File: src/sv/cbm_pkg.sv
// Shared types and constants for the cartridge bank mapper.
package cbm_pkg;

  localparam int ROM_BANK_BYTES = 16384;
  localparam int RAM_BANK_BYTES = 8192;
  localparam int ROM_OFS_W      = $clog2(ROM_BANK_BYTES);
  localparam int RAM_OFS_W      = $clog2(RAM_BANK_BYTES);
  localparam int ROM_BANK_W     = 9;
  localparam int RAM_BANK_W     = 4;
  localparam int PHYS_W         = 23;
  localparam int MBC2_RAM_W     = 9;

  // configuration register indexes
  localparam int CFG_INDEX_W = 1;
  localparam logic [CFG_INDEX_W-1:0] CFG_MAPPER_TYPE = 1'b0;
  localparam logic [CFG_INDEX_W-1:0] CFG_RAM_PRESENT = 1'b1;

  // mapper types
  localparam logic [1:0] MAP_ROM_ONLY = 2'd0;
  localparam logic [1:0] MAP_MBC1     = 2'd1;
  localparam logic [1:0] MAP_MBC2     = 2'd2;
  localparam logic [1:0] MAP_MBC5     = 2'd3;

  // result targets
  localparam logic [1:0] TGT_NONE = 2'd0;
  localparam logic [1:0] TGT_ROM  = 2'd1;
  localparam logic [1:0] TGT_RAM  = 2'd2;

  // 8 KB address regions, address[15:13]
  localparam logic [2:0] RGN_0000 = 3'd0;
  localparam logic [2:0] RGN_2000 = 3'd1;
  localparam logic [2:0] RGN_4000 = 3'd2;
  localparam logic [2:0] RGN_6000 = 3'd3;
  localparam logic [2:0] RGN_A000 = 3'd5;

  localparam logic [3:0] ENABLE_KEY = 4'hA;

  typedef struct packed {
    logic        mode;
    logic [15:0] address;
    logic [7:0]  write_data;
  } in_item_t;

  typedef struct packed {
    logic [1:0]        target;
    logic [PHYS_W-1:0] phys_address;
    logic              ram_write;
    logic [7:0]        data_out;
  } out_item_t;

  typedef struct packed {
    logic [1:0] mapper_type;
    logic       ram_present;
  } cfg_t;

  typedef struct packed {
    logic                  ram_enable;
    logic [ROM_BANK_W-1:0] rom_bank;
    logic [RAM_BANK_W-1:0] ram_bank_sel;
    logic                  banking_mode;
  } bank_state_t;

  localparam bank_state_t BANK_RESET = '{
    ram_enable:   1'b0,
    rom_bank:     ROM_BANK_W'(1),
    ram_bank_sel: '0,
    banking_mode: 1'b0
  };

endpackage

File: src/sv/cbm_xlate.sv
// Address translation and bank register update for one bus access.
module cbm_xlate import cbm_pkg::*; (
  input  in_item_t    item,
  input  cfg_t        cfg,
  input  bank_state_t bank,
  output out_item_t   result,
  output bank_state_t bank_next
);

  logic [2:0]        rgn;
  logic [4:0]        lo5;
  logic [3:0]        lo4;
  logic [PHYS_W-1:0] ram_phys;
  logic              store_ok;

  assign rgn      = item.address[15:13];
  assign lo5      = (item.write_data[4:0] == 5'd0) ? 5'd1 : item.write_data[4:0];
  assign lo4      = (item.write_data[3:0] == 4'd0) ? 4'd1 : item.write_data[3:0];
  assign store_ok = bank.ram_enable && cfg.ram_present;

  always_comb begin
    if (cfg.mapper_type == MAP_MBC2) begin
      ram_phys = PHYS_W'(item.address[MBC2_RAM_W-1:0]);
    end else begin
      ram_phys = PHYS_W'({bank.ram_bank_sel, item.address[RAM_OFS_W-1:0]});
    end
  end

  always_comb begin
    bank_next         = bank;
    result.target       = TGT_NONE;
    result.phys_address = '0;
    result.ram_write    = 1'b0;
    result.data_out     = item.mode ? item.write_data : 8'd0;
    if (item.mode) begin
      unique case (cfg.mapper_type)
        MAP_MBC1: begin
          if (rgn == RGN_0000) begin
            bank_next.ram_enable = (item.write_data[3:0] == ENABLE_KEY);
          end else if (rgn == RGN_2000) begin
            if (!bank.banking_mode) begin
              bank_next.rom_bank = {2'b00, bank.rom_bank[6:5], lo5};
            end else begin
              bank_next.rom_bank = ROM_BANK_W'(lo5);
            end
          end else if (rgn == RGN_4000) begin
            if (!bank.banking_mode) begin
              bank_next.rom_bank = {2'b00, item.write_data[1:0], bank.rom_bank[4:0]};
            end else begin
              bank_next.ram_bank_sel = RAM_BANK_W'(item.write_data[1:0]);
            end
          end else if (rgn == RGN_6000) begin
            bank_next.banking_mode = item.write_data[0];
            if (!item.write_data[0]) begin
              bank_next.ram_bank_sel = '0;
            end
          end else if (rgn == RGN_A000 && store_ok) begin
            result.target       = TGT_RAM;
            result.phys_address = ram_phys;
            result.ram_write    = 1'b1;
          end
        end
        MAP_MBC2: begin
          if (rgn == RGN_0000) begin
            bank_next.ram_enable = (item.write_data[3:0] == ENABLE_KEY);
          end else if (rgn == RGN_2000) begin
            bank_next.rom_bank = ROM_BANK_W'(lo4);
          end else if (rgn == RGN_A000 && item.address[12:9] == 4'd0 && store_ok) begin
            result.target       = TGT_RAM;
            result.phys_address = ram_phys;
            result.ram_write    = 1'b1;
          end
        end
        MAP_MBC5: begin
          if (rgn == RGN_0000) begin
            bank_next.ram_enable = (item.write_data[3:0] == ENABLE_KEY);
          end else if (rgn == RGN_2000) begin
            if (!item.address[12]) begin
              bank_next.rom_bank = {bank.rom_bank[8], item.write_data};
            end else begin
              bank_next.rom_bank = {item.write_data[0], bank.rom_bank[7:0]};
            end
          end else if (rgn == RGN_4000) begin
            bank_next.ram_bank_sel = item.write_data[3:0];
          end else if (rgn == RGN_A000 && store_ok) begin
            result.target       = TGT_RAM;
            result.phys_address = ram_phys;
            result.ram_write    = 1'b1;
          end
        end
        default: begin
          // ROM only: writes ignored
        end
      endcase
    end else begin
      if (rgn == RGN_0000 || rgn == RGN_2000) begin
        result.target       = TGT_ROM;
        result.phys_address = PHYS_W'(item.address[ROM_OFS_W-1:0]);
      end else if (rgn == RGN_4000 || rgn == RGN_6000) begin
        result.target       = TGT_ROM;
        result.phys_address = PHYS_W'({bank.rom_bank, item.address[ROM_OFS_W-1:0]});
      end else if (rgn == RGN_A000 && cfg.ram_present) begin
        result.target       = TGT_RAM;
        result.phys_address = ram_phys;
      end
    end
  end

endmodule

File: src/sv/cbm_bank_regs.sv
// Bank control registers: RAM enable, ROM bank, RAM bank, banking mode.
module cbm_bank_regs import cbm_pkg::*; (
  input  logic        clk,
  input  logic        rst,
  input  logic        update,
  input  bank_state_t bank_next,
  output bank_state_t bank
);

  always_ff @(posedge clk) begin
    if (rst) begin
      bank <= BANK_RESET;
    end else if (update) begin
      bank <= bank_next;
    end
  end

endmodule

File: src/sv/cartridge_bank_mapper_top.sv
// Cartridge bank mapper top level: input stage, translation, result stage.
// An item passes the input reg, then the result reg, and is held there on a stall.
// Throughput: one item per cycle unless stalled; translation is single-pass decode.
// Bank registers update as an item moves from the input to the result stage.
// Reset (synchronous): both stages empty, mapper ROM only, no RAM,
// RAM disabled, ROM bank 1, RAM bank 0, ROM banking mode.
module cartridge_bank_mapper_top import cbm_pkg::*; (
  input  logic                   clk,
  input  logic                   rst,
  input  logic                   in_valid,
  output logic                   in_stall,
  input  in_item_t               in_item,
  output logic                   out_valid,
  input  logic                   out_stall,
  output out_item_t              out_item,
  input  logic                   cfg_valid,
  output logic                   cfg_ready,
  input  logic [CFG_INDEX_W-1:0] cfg_index,
  input  logic [1:0]             cfg_data
);

  logic        s1_valid;
  in_item_t    s1_item;
  cfg_t        cfg;
  bank_state_t bank;
  bank_state_t bank_next;
  out_item_t   result;
  logic        out_free;
  logic        advance;

  assign out_free  = !out_valid || !out_stall;
  assign advance   = s1_valid && out_free;
  assign in_stall  = s1_valid && !out_free;
  assign cfg_ready = 1'b1;

  always_ff @(posedge clk) begin
    if (rst) begin
      cfg.mapper_type <= MAP_ROM_ONLY;
      cfg.ram_present <= 1'b0;
    end else if (cfg_valid && cfg_ready) begin
      unique case (cfg_index)
        CFG_MAPPER_TYPE: cfg.mapper_type <= cfg_data;
        CFG_RAM_PRESENT: cfg.ram_present <= cfg_data[0];
        default: ;
      endcase
    end
  end

  always_ff @(posedge clk) begin
    if (rst) begin
      s1_valid <= 1'b0;
    end else if (!in_stall) begin
      s1_valid <= in_valid;
    end
  end

  always_ff @(posedge clk) begin
    if (in_valid && !in_stall) begin
      s1_item <= in_item;
    end
  end

  always_ff @(posedge clk) begin
    if (rst) begin
      out_valid <= 1'b0;
    end else if (out_free) begin
      out_valid <= s1_valid;
    end
  end

  always_ff @(posedge clk) begin
    if (advance) begin
      out_item <= result;
    end
  end

  cbm_xlate u_xlate (
    .item      (s1_item),
    .cfg       (cfg),
    .bank      (bank),
    .result    (result),
    .bank_next (bank_next)
  );

  cbm_bank_regs u_bank_regs (
    .clk       (clk),
    .rst       (rst),
    .update    (advance),
    .bank_next (bank_next),
    .bank      (bank)
  );

`ifndef SYNTHESIS
  a_none_is_zero: assert property (@(posedge clk) disable iff (rst)
    out_valid && out_item.target == TGT_NONE |-> out_item.phys_address == '0 &&
    !out_item.ram_write)
    else $error("target none with nonzero address or store");

  a_store_to_ram: assert property (@(posedge clk) disable iff (rst)
    out_valid && out_item.ram_write |-> out_item.target == TGT_RAM)
    else $error("RAM store without RAM target");

  a_held_item_kept: assert property (@(posedge clk) disable iff (rst)
    s1_valid && !out_free |=> s1_valid && $stable(s1_item))
    else $error("input stage item lost while blocked");

  a_bank_only_on_advance: assert property (@(posedge clk) disable iff (rst)
    !advance |=> $stable(bank))
    else $error("bank registers changed without an item");

  a_empty_after_reset: assert property (@(posedge clk)
    $past(rst) |-> !out_valid && !s1_valid)
    else $error("pipeline not empty after reset");
`endif

endmodule
File: config.mk
export PLATFORM = sky130hd
export DESIGN_NAME = cartridge_bank_mapper_top
export DESIGN_NICKNAME = d
export VERILOG_FILES = /design/src/sv/cbm_pkg.sv /design/src/sv/cbm_xlate.sv /design/src/sv/cbm_bank_regs.sv /design/src/sv/cartridge_bank_mapper_top.sv
export SDC_FILE = /design/constraint.sdc
export NUM_CORES = 1
export LEC_CHECK = 0
export BUFFER_PORTS_ARGS = -buffer_cell sky130_fd_sc_hd__clkbuf_2
export CORE_AREA = 3 3 95 74
export DETAILED_ROUTE_END_ITERATION = 10
export DIE_AREA = 0 0 98 77
export GPL_TIMING_DRIVEN = 0
export PLACE_DENSITY = 0.75
export SYNTH_ARGS = -nofsm -noshare
export SYNTH_HDL_FRONTEND = slang
export SYNTH_SLANG_ARGS = --single-unit
File: constraint.sdc
create_clock -name clk -period 2.8 [get_ports clk]
set_clock_uncertainty 0.2 [all_clocks]
set_input_delay 0.14 -clock clk [delete_from_list [all_inputs] [get_ports clk]]
set_output_delay 0.14 -clock clk [all_outputs]
set_load 0.05 [all_outputs]
Yosys cells after proc, flatten, opt, wreduce, memory -nomap -nowiden
Index checks and enable logic that the tools add are counted.
{"block": "totals", "regBits": 79, "inputBits": 33, "wordCells": 117}
{"block": "classes", "n_eq_ne": 25, "n_mux": 40, "bitwise_logic": 4, "reduce_logical": 30}
{"cell": "26-bit 2-to-1 mux", "n": 11}
{"cell": "25-bit 2-to-1 mux", "n": 4}
{"cell": "26-bit case mux with 3 select lines", "n": 1}
{"cell": "9-bit 2-to-1 mux", "n": 7}
{"cell": "11-bit AND reduction", "n": 3}
{"cell": "10-bit case mux with 3 select lines", "n": 1}
{"cell": "4-bit 2-to-1 mux", "n": 6}
{"cell": "17-bit 2-to-1 mux", "n": 1}
{"cell": "2-bit != test, second input constant", "n": 8}
{"cell": "5-bit 2-to-1 mux", "n": 3}
{"cell": "14-bit 2-to-1 mux", "n": 1}
{"cell": "13-bit 2-to-1 mux", "n": 1}
{"cell": "12-bit AND reduction", "n": 1}
{"cell": "10-bit AND reduction", "n": 1}
{"cell": "3-bit by 2-bit != test with 1-bit output, second input constant", "n": 3}
{"cell": "1-bit logical AND", "n": 8}
{"cell": "4-bit zero test", "n": 2}
{"cell": "4-bit case mux with 2 select lines", "n": 1}
{"cell": "7-bit 2-to-1 mux", "n": 1}
{"cell": "7-bit AND reduction", "n": 1}
{"cell": "3-bit by 2-bit equality test with 1-bit output, second input constant", "n": 2}
{"cell": "2-bit by 1-bit != test with 1-bit output, second input constant", "n": 3}
{"cell": "3-bit by 1-bit != test with 1-bit output, second input constant", "n": 2}
{"cell": "5-bit zero test", "n": 1}
{"cell": "other kinds (15)", "n": 26}

Longest topological paths before layout
Gate-level depths: netlist of run 1.
{"block": "depth", "depth_word": 9, "depth_mapped": 6, "mapped_depth_nobuf": 5}

Modules after synthesis
Synthesis of run 1 repeated with hierarchy kept, for this count alone.
{"block": "unflattened", "cells_unflattened": 265, "hier_area_um2": 3385.7}
{"mod": "cartridge_bank_mapper_top", "n_inst": 1, "cells_each": 84, "area_per_inst_um2": 1995.7, "seq_area_each_um2": 1871.8}
{"mod": "cbm_xlate", "n_inst": 1, "cells_each": 133, "area_per_inst_um2": 845.8, "seq_area_each_um2": 0.0}
{"mod": "cbm_bank_regs", "n_inst": 1, "cells_each": 48, "area_per_inst_um2": 544.3, "seq_area_each_um2": 300.3}

Worst setup path after synthesis of run 1
No wires, ideal clock.
{"block": "synth_path", "kind": "register to register", "from": "reg out_valid", "to": "reg s1_item[0] (netlist bit), enable pin", "setup_ps": 409, "arrival_time_ps": 2143, "required_ps": 2191, "path_slack_ps": 48, "stages_incl_launch_ff": 3, "path_buffers": 0, "synth_period_minus_slack_ps": 2752, "path_cell_list": "dfxtp_1 > and3_1 > nor2b_1"}
{"block": "synth_between", "elab_chain_len": 6}
{"element": "start: declaration", "line": "cartridge_bank_mapper_top.sv:13", "rtl": "output logic out_valid,"}
{"element": "start signal: assignment", "line": "cartridge_bank_mapper_top.sv:67", "rtl": "out_valid <= s1_valid;"}
{"element": "1-bit zero test", "line": "cartridge_bank_mapper_top.sv:31", "rtl": "assign out_free = !out_valid || !out_stall;"}
{"element": "1-bit logical OR", "line": "cartridge_bank_mapper_top.sv:31"}
{"element": "1-bit zero test", "line": "cartridge_bank_mapper_top.sv:33", "rtl": "assign in_stall = s1_valid && !out_free;"}
{"element": "1-bit logical AND", "line": "cartridge_bank_mapper_top.sv:33"}
{"element": "net in_stall", "line": "cartridge_bank_mapper_top.sv:11", "rtl": "output logic in_stall,"}
{"element": "1-bit zero test", "line": "cartridge_bank_mapper_top.sv:58", "rtl": "if (in_valid && !in_stall) begin"}
{"element": "1-bit logical AND", "line": "cartridge_bank_mapper_top.sv:58"}
{"element": "end signal: assignment", "line": "cartridge_bank_mapper_top.sv:59", "rtl": "s1_item <= in_item;"}
{"element": "end: declaration", "line": "cartridge_bank_mapper_top.sv:23", "rtl": "in_item_t s1_item;"}
The timed path passes the listed nets, and every way through them passes these cells.
A chain may end at the register's enable or synchronous reset.

Worst setup path in the final report of run 1
{"block": "layout_path", "from": "in out_stall", "to": "reg u_bank_regs.bank[10] (netlist name)"}
{"block": "layout_between", "elab_chain_len": 4}
{"element": "start: declaration", "line": "cartridge_bank_mapper_top.sv:14", "rtl": "input logic out_stall,"}
{"element": "1-bit zero test", "line": "cartridge_bank_mapper_top.sv:31"}
{"element": "1-bit logical OR", "line": "cartridge_bank_mapper_top.sv:31"}
{"element": "1-bit logical AND", "line": "cartridge_bank_mapper_top.sv:32", "rtl": "assign advance = s1_valid && out_free;"}
{"element": "net advance", "line": "cartridge_bank_mapper_top.sv:29", "rtl": "logic advance;"}
{"element": "12-bit AND reduction (no line)"}
The timed path passes the listed nets, and every way through them passes these cells.

==> results.md, run 1 <==
* Startpoint class of the critical path: primary input
* Final hold violations at 0
* Final Setup Violations at 0
* Setup TNS at 0 ns
* Port buffer count at 68
* Multi-input logic area at 1040 sq um
* Worst Hold Class: in -> reg
* Max incr delay on CP at 0.55 ns
* DRT Pass-1 Iters at 5
* Compound-Gate Fraction of Synth Area at 13.1%
* Diode count at 0
* TritonCTS Sinks at 79
* Gr ovfl total at 0
* GRT Total Usage at 20.1%
* Syn avg cell area at 13.2 sq um
* Ys async rst share at 0%
* Pwr Density at 604 nW/um^2
* Ys Warns at 0
* Final ANT Viol Nets at 0
* Filler cells at 451
* CP max FO at 37
* WL final at 7180 um
* Maxcap violations at 0
* Initial Util at 53.0%
* Final #Nets at 398
* Largest net degree at the start of global routing at 38
* Area share of the largest cell type after synthesis at 53.7%
* Num CTS Buffers at 9
* Crit path kind: in -> reg
* Area Growth Syn to Fin at 31.5%
* Dominant cell type by area after synthesis: edfxtp_1
* Global-route wire length before repair at 11800 um
* Critical path arrival at 2.48 ns
* WP data required at 2.87 ns
* Outcome: complete, no violations
* Most Crowded Layer GR: met2
* Die Y at 77 um
* Cells after Synth at 251
* Worst Tran Pin Value at 0.795 ns
* Met3 Use GR at 5.00%
* Most frequent cells in the layout: clkbuf_2, edfxtp_1, dlygate4sd3_1
* IO Count at 70
* Crit-path cells: dlygate4sd3_1 -> clkbuf_2 -> a21bo_2 -> clkinvlp_4 -> nand3_2 -> a211oi_2 -> mux2i_1
* P_leak at 1.63 nW
* Fmax at 416 MHz
* EDFF count, synth at 59
* Simple-gate share of the synthesized area at 16.5%
* Critical path capture point type: register
* Top cells by area, synth: edfxtp_1, dfxtp_1, and2_1, nor2b_1, a21oi_1
* GR Layer Usage met2 at 32.9%
* Leading cell type in the layout, fill and taps excluded: clkbuf_2
* Core area at 6220 sq um
* Register Area at 2170 sq um
* Register area share after synthesis at 65.8%
* Peak VDD IR at 0.000393 V
* Via/cell ratio at 5.40
* Root buf cell: clkbuf_8
* Clock Tree Buf Depth at 2
* Share of cells above drive strength 1 at 29.5%
* Critical path's slowest cell: clkinvlp_4
* Vias at 2435
* Xor and xnor area share after synthesis at 0%
* Area of the die at 7550 sq um
* Largest family of logic cells by synthesized area: simple AND/OR/NAND/NOR gates
* Synth Register Bits at 79
* Antenna violations before repair at 0
* Total Power at 2.62 mW
* Clock-pin slew on the worst setup and hold paths at 0.08 ns
* Placer Congestion at 0.883
* Max-slew violations at 0
* Top_reg_cell synth: edfxtp_1
* Syn Std Cell Area at 3300 sq um
* CTS tree: built
* Post-Synth Adder-Cell Area at 0%
* Mux cell area share after synthesis at 1.82%
* Vias in the first global route at 2362
* Drt first-iter violations at 175
* Clk Latency, worst-skew pair at 0.35 ns
* Post-route DRC violation count at 0
* Routed WL per cell at 15.9 um
* RSZ-0062 raised after global routing: false
* Final min period at 2.40 ns
* Die X at 98 um
* FP Rows at 25
* H-tree levels at 3
* Distinct cell type count after synthesis at 52
* Met1 Use GR at 26.4%
* Syn Nets at 284
* Slew headroom at 46.9%
* Final worst-path cycle share at 85.8%
* DP HPWL at 4860 um
## metal layers
layer	part of all wire, %	up-vias
met5	0	-
met4	1.3	0
met3	8.1	12
met2	50	99
met1	40	1154
li1	-	1170
## final timing paths
kind	cells past startpoint	slack [ns]	endpoint	start
setup / recovery	7	0.40	u_bank_regs.bank[10]$_SDFFE_PP0P_	out_stall
hold / removal	4	0.04	cfg[1]$_SDFFE_PP0P_	cfg_index
setup reg to reg	5	0.48	u_bank_regs.bank[10]$_SDFFE_PP0P_	s1_valid$_SDFFE_PP0N_
hold reg to reg	2	0.27	u_bank_regs.bank[12]$_SDFFE_PP0P_	u_bank_regs.bank[12]$_SDFFE_PP0P_
## report_power, final
group	internal, mW	leakage, nW	switching, mW	total [mW]
sequential	1.31	0.727	0.0256	1.34
clock	0.594	0.114	0.396	0.990
combinational	0.105	0.794	0.190	0.296
## stage by stage
step / util (%) / hold WS, ns / area (sq um) / instances / worst slack, ns
global placement: 60.1 / 0.117 / 3740 / 400 / 0.00243
detailed placement: 60.4 / 0.119 / 3760 / 401 / -0.113
global route: 69.7 / 0.0686 / 4340 / 451 / 0.275
finish: 69.7 / 0.0397 / 4340 / 451 / 0.396
floorplan: - / 0.00907 / 3300 / 251 / 0.0479
CTS: 69.7 / 0.0169 / 4340 / 451 / 0.409
## Yosys cell counts, types with 2 or more instances
master     count
nor3_1         2
dfxtp_1       20
buf_6          2
o21ai_0       13
buf_4          2
nand4_1        7
nand3_1        3
o2111ai_1      2
buf_2          4
o21a_1         3
nor2_1         8
a21oi_1       17
nor2b_1       14
a211oi_1       3
nand2b_1       5
a211oi_2       2
and3_1         2
o31ai_1        2
clkbuf_1       2
o21ai_2        2
nand3b_1       3
and2_1        17
edfxtp_1      59
nand2_1       12
a31o_2         2
a22o_1         6
mux2i_1        6
or3_1          2
inv_1          5
nor4_1         2
## state kept, by name (all words and copies together) (netlist names)
register and count:
s1_item 25, out_valid 1, s1_valid 1, cfg 3
u_bank_regs.bank 15, out_item 34
## area by class of cell
class                   count  area share (%)
plain buffers              10            1.50
clock buffers              11            3.03
clock inverters             5            2.45
inverters                   6           0.605
multi-input cells         156            24.0
flip-flops and latches     79            50.0
well taps                  81            2.33
repair buffers            103            16.0
## logic make-up (layout without fill, tap and decap cells)
kind of cell,count (synthesis),after routing
AOI/OAI and AO/OA,61,61
buffers and inverters,16,135
DFF,79,79
muxes,6,6
other,1,1
and+or+nand+nor,88,88
## critical path, delay by kind of cell
kind	cells	cell delay [ns]
multiplexers	1	0.24
AND/OR/NAND/NOR	1	0.27
buffers and inverters	3	1.20
AO/OA/AOI/OAI	2	0.61
## what timing repair did
item,in CTS,in global routing
setup buffers,0,0
endpoints found under the setup margin,10,0
hold buffers,34,0
hold endpoints to repair,34,0
gates resized for setup,1,0
Power figures use the tool's default switching activity.
==> run 2: changes to the inputs <==
BUFFER_PORTS_ARGS = not set   (was -buffer_cell sky130_fd_sc_hd__clkbuf_2)
CORE_AREA = 3 3 90 71   (was 3 3 95 74)
DIE_AREA = 0 0 93 74   (was 0 0 98 77)
DONT_BUFFER_PORTS = 1   (was not set)
PLACE_DENSITY = 0.71   (was 0.75)
==> run 2 against run 1 <==
Against the previous run:
- fmax down 0.38%
- largest power group unchanged
- final cell count decreased by 15%
- critical path type is now reg -> reg
- clock power is 24% lower
- power is 11% lower
- design area decreased by 8.9%
- non-clock buffer count fell by 67
- global-route usage about the same
- critical endpoint is now out_item[27]$_SDFFCE_PP0P_
- highest routed layer unchanged
- worst setup slack worse by 0.0091 ns
==> results.md, run 2 (synthesis results as in run 1) <==
* R2R setup slack at 0.39 ns
* RSZ-0062 raised after global routing: false
* Maxcap violations at 0
* Port buffer count at 0
* Routed WL per cell at 17.3 um
* Worst Hold Class: in -> reg
* Root buf cell: clkbuf_8
* Setup TNS at 0 ns
* Critical path capture point type: register
* Top reg by flops: out_item
* GRT Total Usage at 20.1%
* Hold Slack at 0.119 ns
* Hold Crit Start: out_stall
* Final Worst Setup Slack at 0.387 ns
* Num CTS Buffers at 9
* Diode count at 0
* Final core occ at 70.1%
* Via/cell ratio at 5.72
* Core area at 5650 sq um
* Global-route wire length before repair at 10300 um
* Register Area at 2170 sq um
* WL final at 6590 um
* Placer Congestion at 0.903
* DRT Pass-1 Iters at 4
* Clk Latency, worst-skew pair at 0.35 ns
* Vias in the first global route at 2006
* Clock Tree Buf Depth at 2
* Peak VDD IR at 0.000326 V
* Area of the die at 6880 sq um
* Critical path arrival at 2.06 ns
* Max-slew violations at 0
* Placed inst area at 3420 sq um
* Clock-pin slew on the worst setup and hold paths at 0.08 ns
* WHS Path Cells at 4
* Worst r2r path cells at 2
* DP HPWL at 4310 um
* Max reg flops at 34
* Die X at 93 um
* Most frequent cells in the layout: edfxtp_1, dlygate4sd3_1, dfxtp_1
* Leading cell type in the layout, fill and taps excluded: edfxtp_1
* Antenna violations before repair at 0
* Multi-input logic area at 1040 sq um
* IO Count at 70
* Final min period at 2.41 ns
* CTS tree: built
* P_leak at 1.32 nW
* Final worst-path cycle share at 86.2%
* Crit path kind: reg -> reg
* Vias at 2186
* Final hold violations at 0
* Outcome: complete, no violations
* Pwr Density at 593 nW/um^2
* Post-route DRC violation count at 0
* Initial Util at 58.5%
* TritonCTS Sinks at 79
* Largest net degree at the start of global routing at 38
* Hold Path End: u_bank_regs.bank[0]$_SDFFE_PP0P_
* Startpoint class of the critical path: register
* Drt first-iter violations at 164
* CP max FO at 18
* H-tree levels at 3
* Biggest regs: out_item (34), s1_item (25), u_bank_regs.bank (15)
* Final #Nets at 332
* WP data required at 2.45 ns
* Gr ovfl total at 0
* Final Setup Violations at 0
* Worst Tran Pin Value at 0.802 ns
* Reg2reg end: out_item[27]$_SDFFCE_PP0P_
* Filler cells at 410
* CP startpoint: out_valid$_SDFFE_PP0N_
* Worst r2r src: out_valid$_SDFFE_PP0N_
* Final ANT Viol Nets at 0
* Fin area at 3960 sq um
* Die Y at 74 um
* Dpl ws at -0.279 ns
* Area Growth Syn to Fin at 19.8%
* Share of cells above drive strength 1 at 14.5%
* Fmax at 414 MHz
* FP Rows at 24
* Post-CTS Setup Inserts at 0
* Slew headroom at 46.2%
[run 2: cell types whose count changed in the layout (fill, tap and decap cells not counted), sizes merged]
cell         change
bufinv           -3
dlygate4sd3      +1
inv              +2
clkbuf          -70
clkinvlp         +3
clkinv           +1
[run 2: how the worst max path moves through the flow]
| stage | to | slack, ns | cells after the start |
|---|---|---|---|
| CTS | u_bank_regs.bank[8]$_SDFFE_PP0P_ | 0.13 | 5 |
| global route | out_item[26]$_SDFFCE_PP0P_ | 0.26 | 2 |
| global placement | s1_item[4]$_DFFE_PP_ | -0.44 | 2 |
| finish | out_item[27]$_SDFFCE_PP0P_ | 0.39 | 2 |
| detailed placement | u_bank_regs.bank[8]$_SDFFE_PP0P_ | -0.28 | 5 |
| floorplan | s1_item[0]$_DFFE_PP_ | 0.05 | 2 |
[run 2: what timing repair did]
action / in CTS / in global routing
setup endpoints to repair: 10 / 4
gates resized for setup: 1 / 0
gates cloned: 0 / 1
endpoints found under the hold margin: 46 / 0
hold buffers: 35 / 0
[run 2: power breakdown]
part	total (mW)	switching [mW]	internal, mW
registers	1.42	0.110	1.31
logic	0.170	0.0932	0.0770
clock network	0.751	0.421	0.330
total	2.34	0.625	1.72
[run 2: per-layer routing]
metal,share of wire (%),GRT usage [%],vias up
met4,1.2,5.85,0
met2,47,30.9,83
met5,0,0,-
li1,-,-,1039
met1,45,28.3,1055
met3,7.0,5.76,9
[run 2: worst max-delay path: stages (launching register included)]
cell and delay [ns]:
dfxtp_1 0.68, a21bo_2 0.34, clkinvlp_2 0.69
[run 2: cell type report]
type                            instances  area share (%)
Sequential cell                        79            54.9
Inverter                                6           0.664
Clock inverter                          7            1.42
Timing Repair inverter                  1           0.127
Tap cell                               78            2.47
Timing Repair Buffer                   36            9.24
Clock buffer                            9            3.13
Multi-Input combinational cell        156            26.4
Buffer                                 10            1.65
[run 2: per-stage QoR]
| stage | cells | power, mW |
|---|---|---|
| after floorplan | 251 | 1.54 |
| after global placement | 329 | 1.57 |
| after detailed placement | 330 | 1.58 |
| after CTS | 381 | 2.36 |
| after global routing | 382 | 2.43 |
| final | 382 | 2.34 |
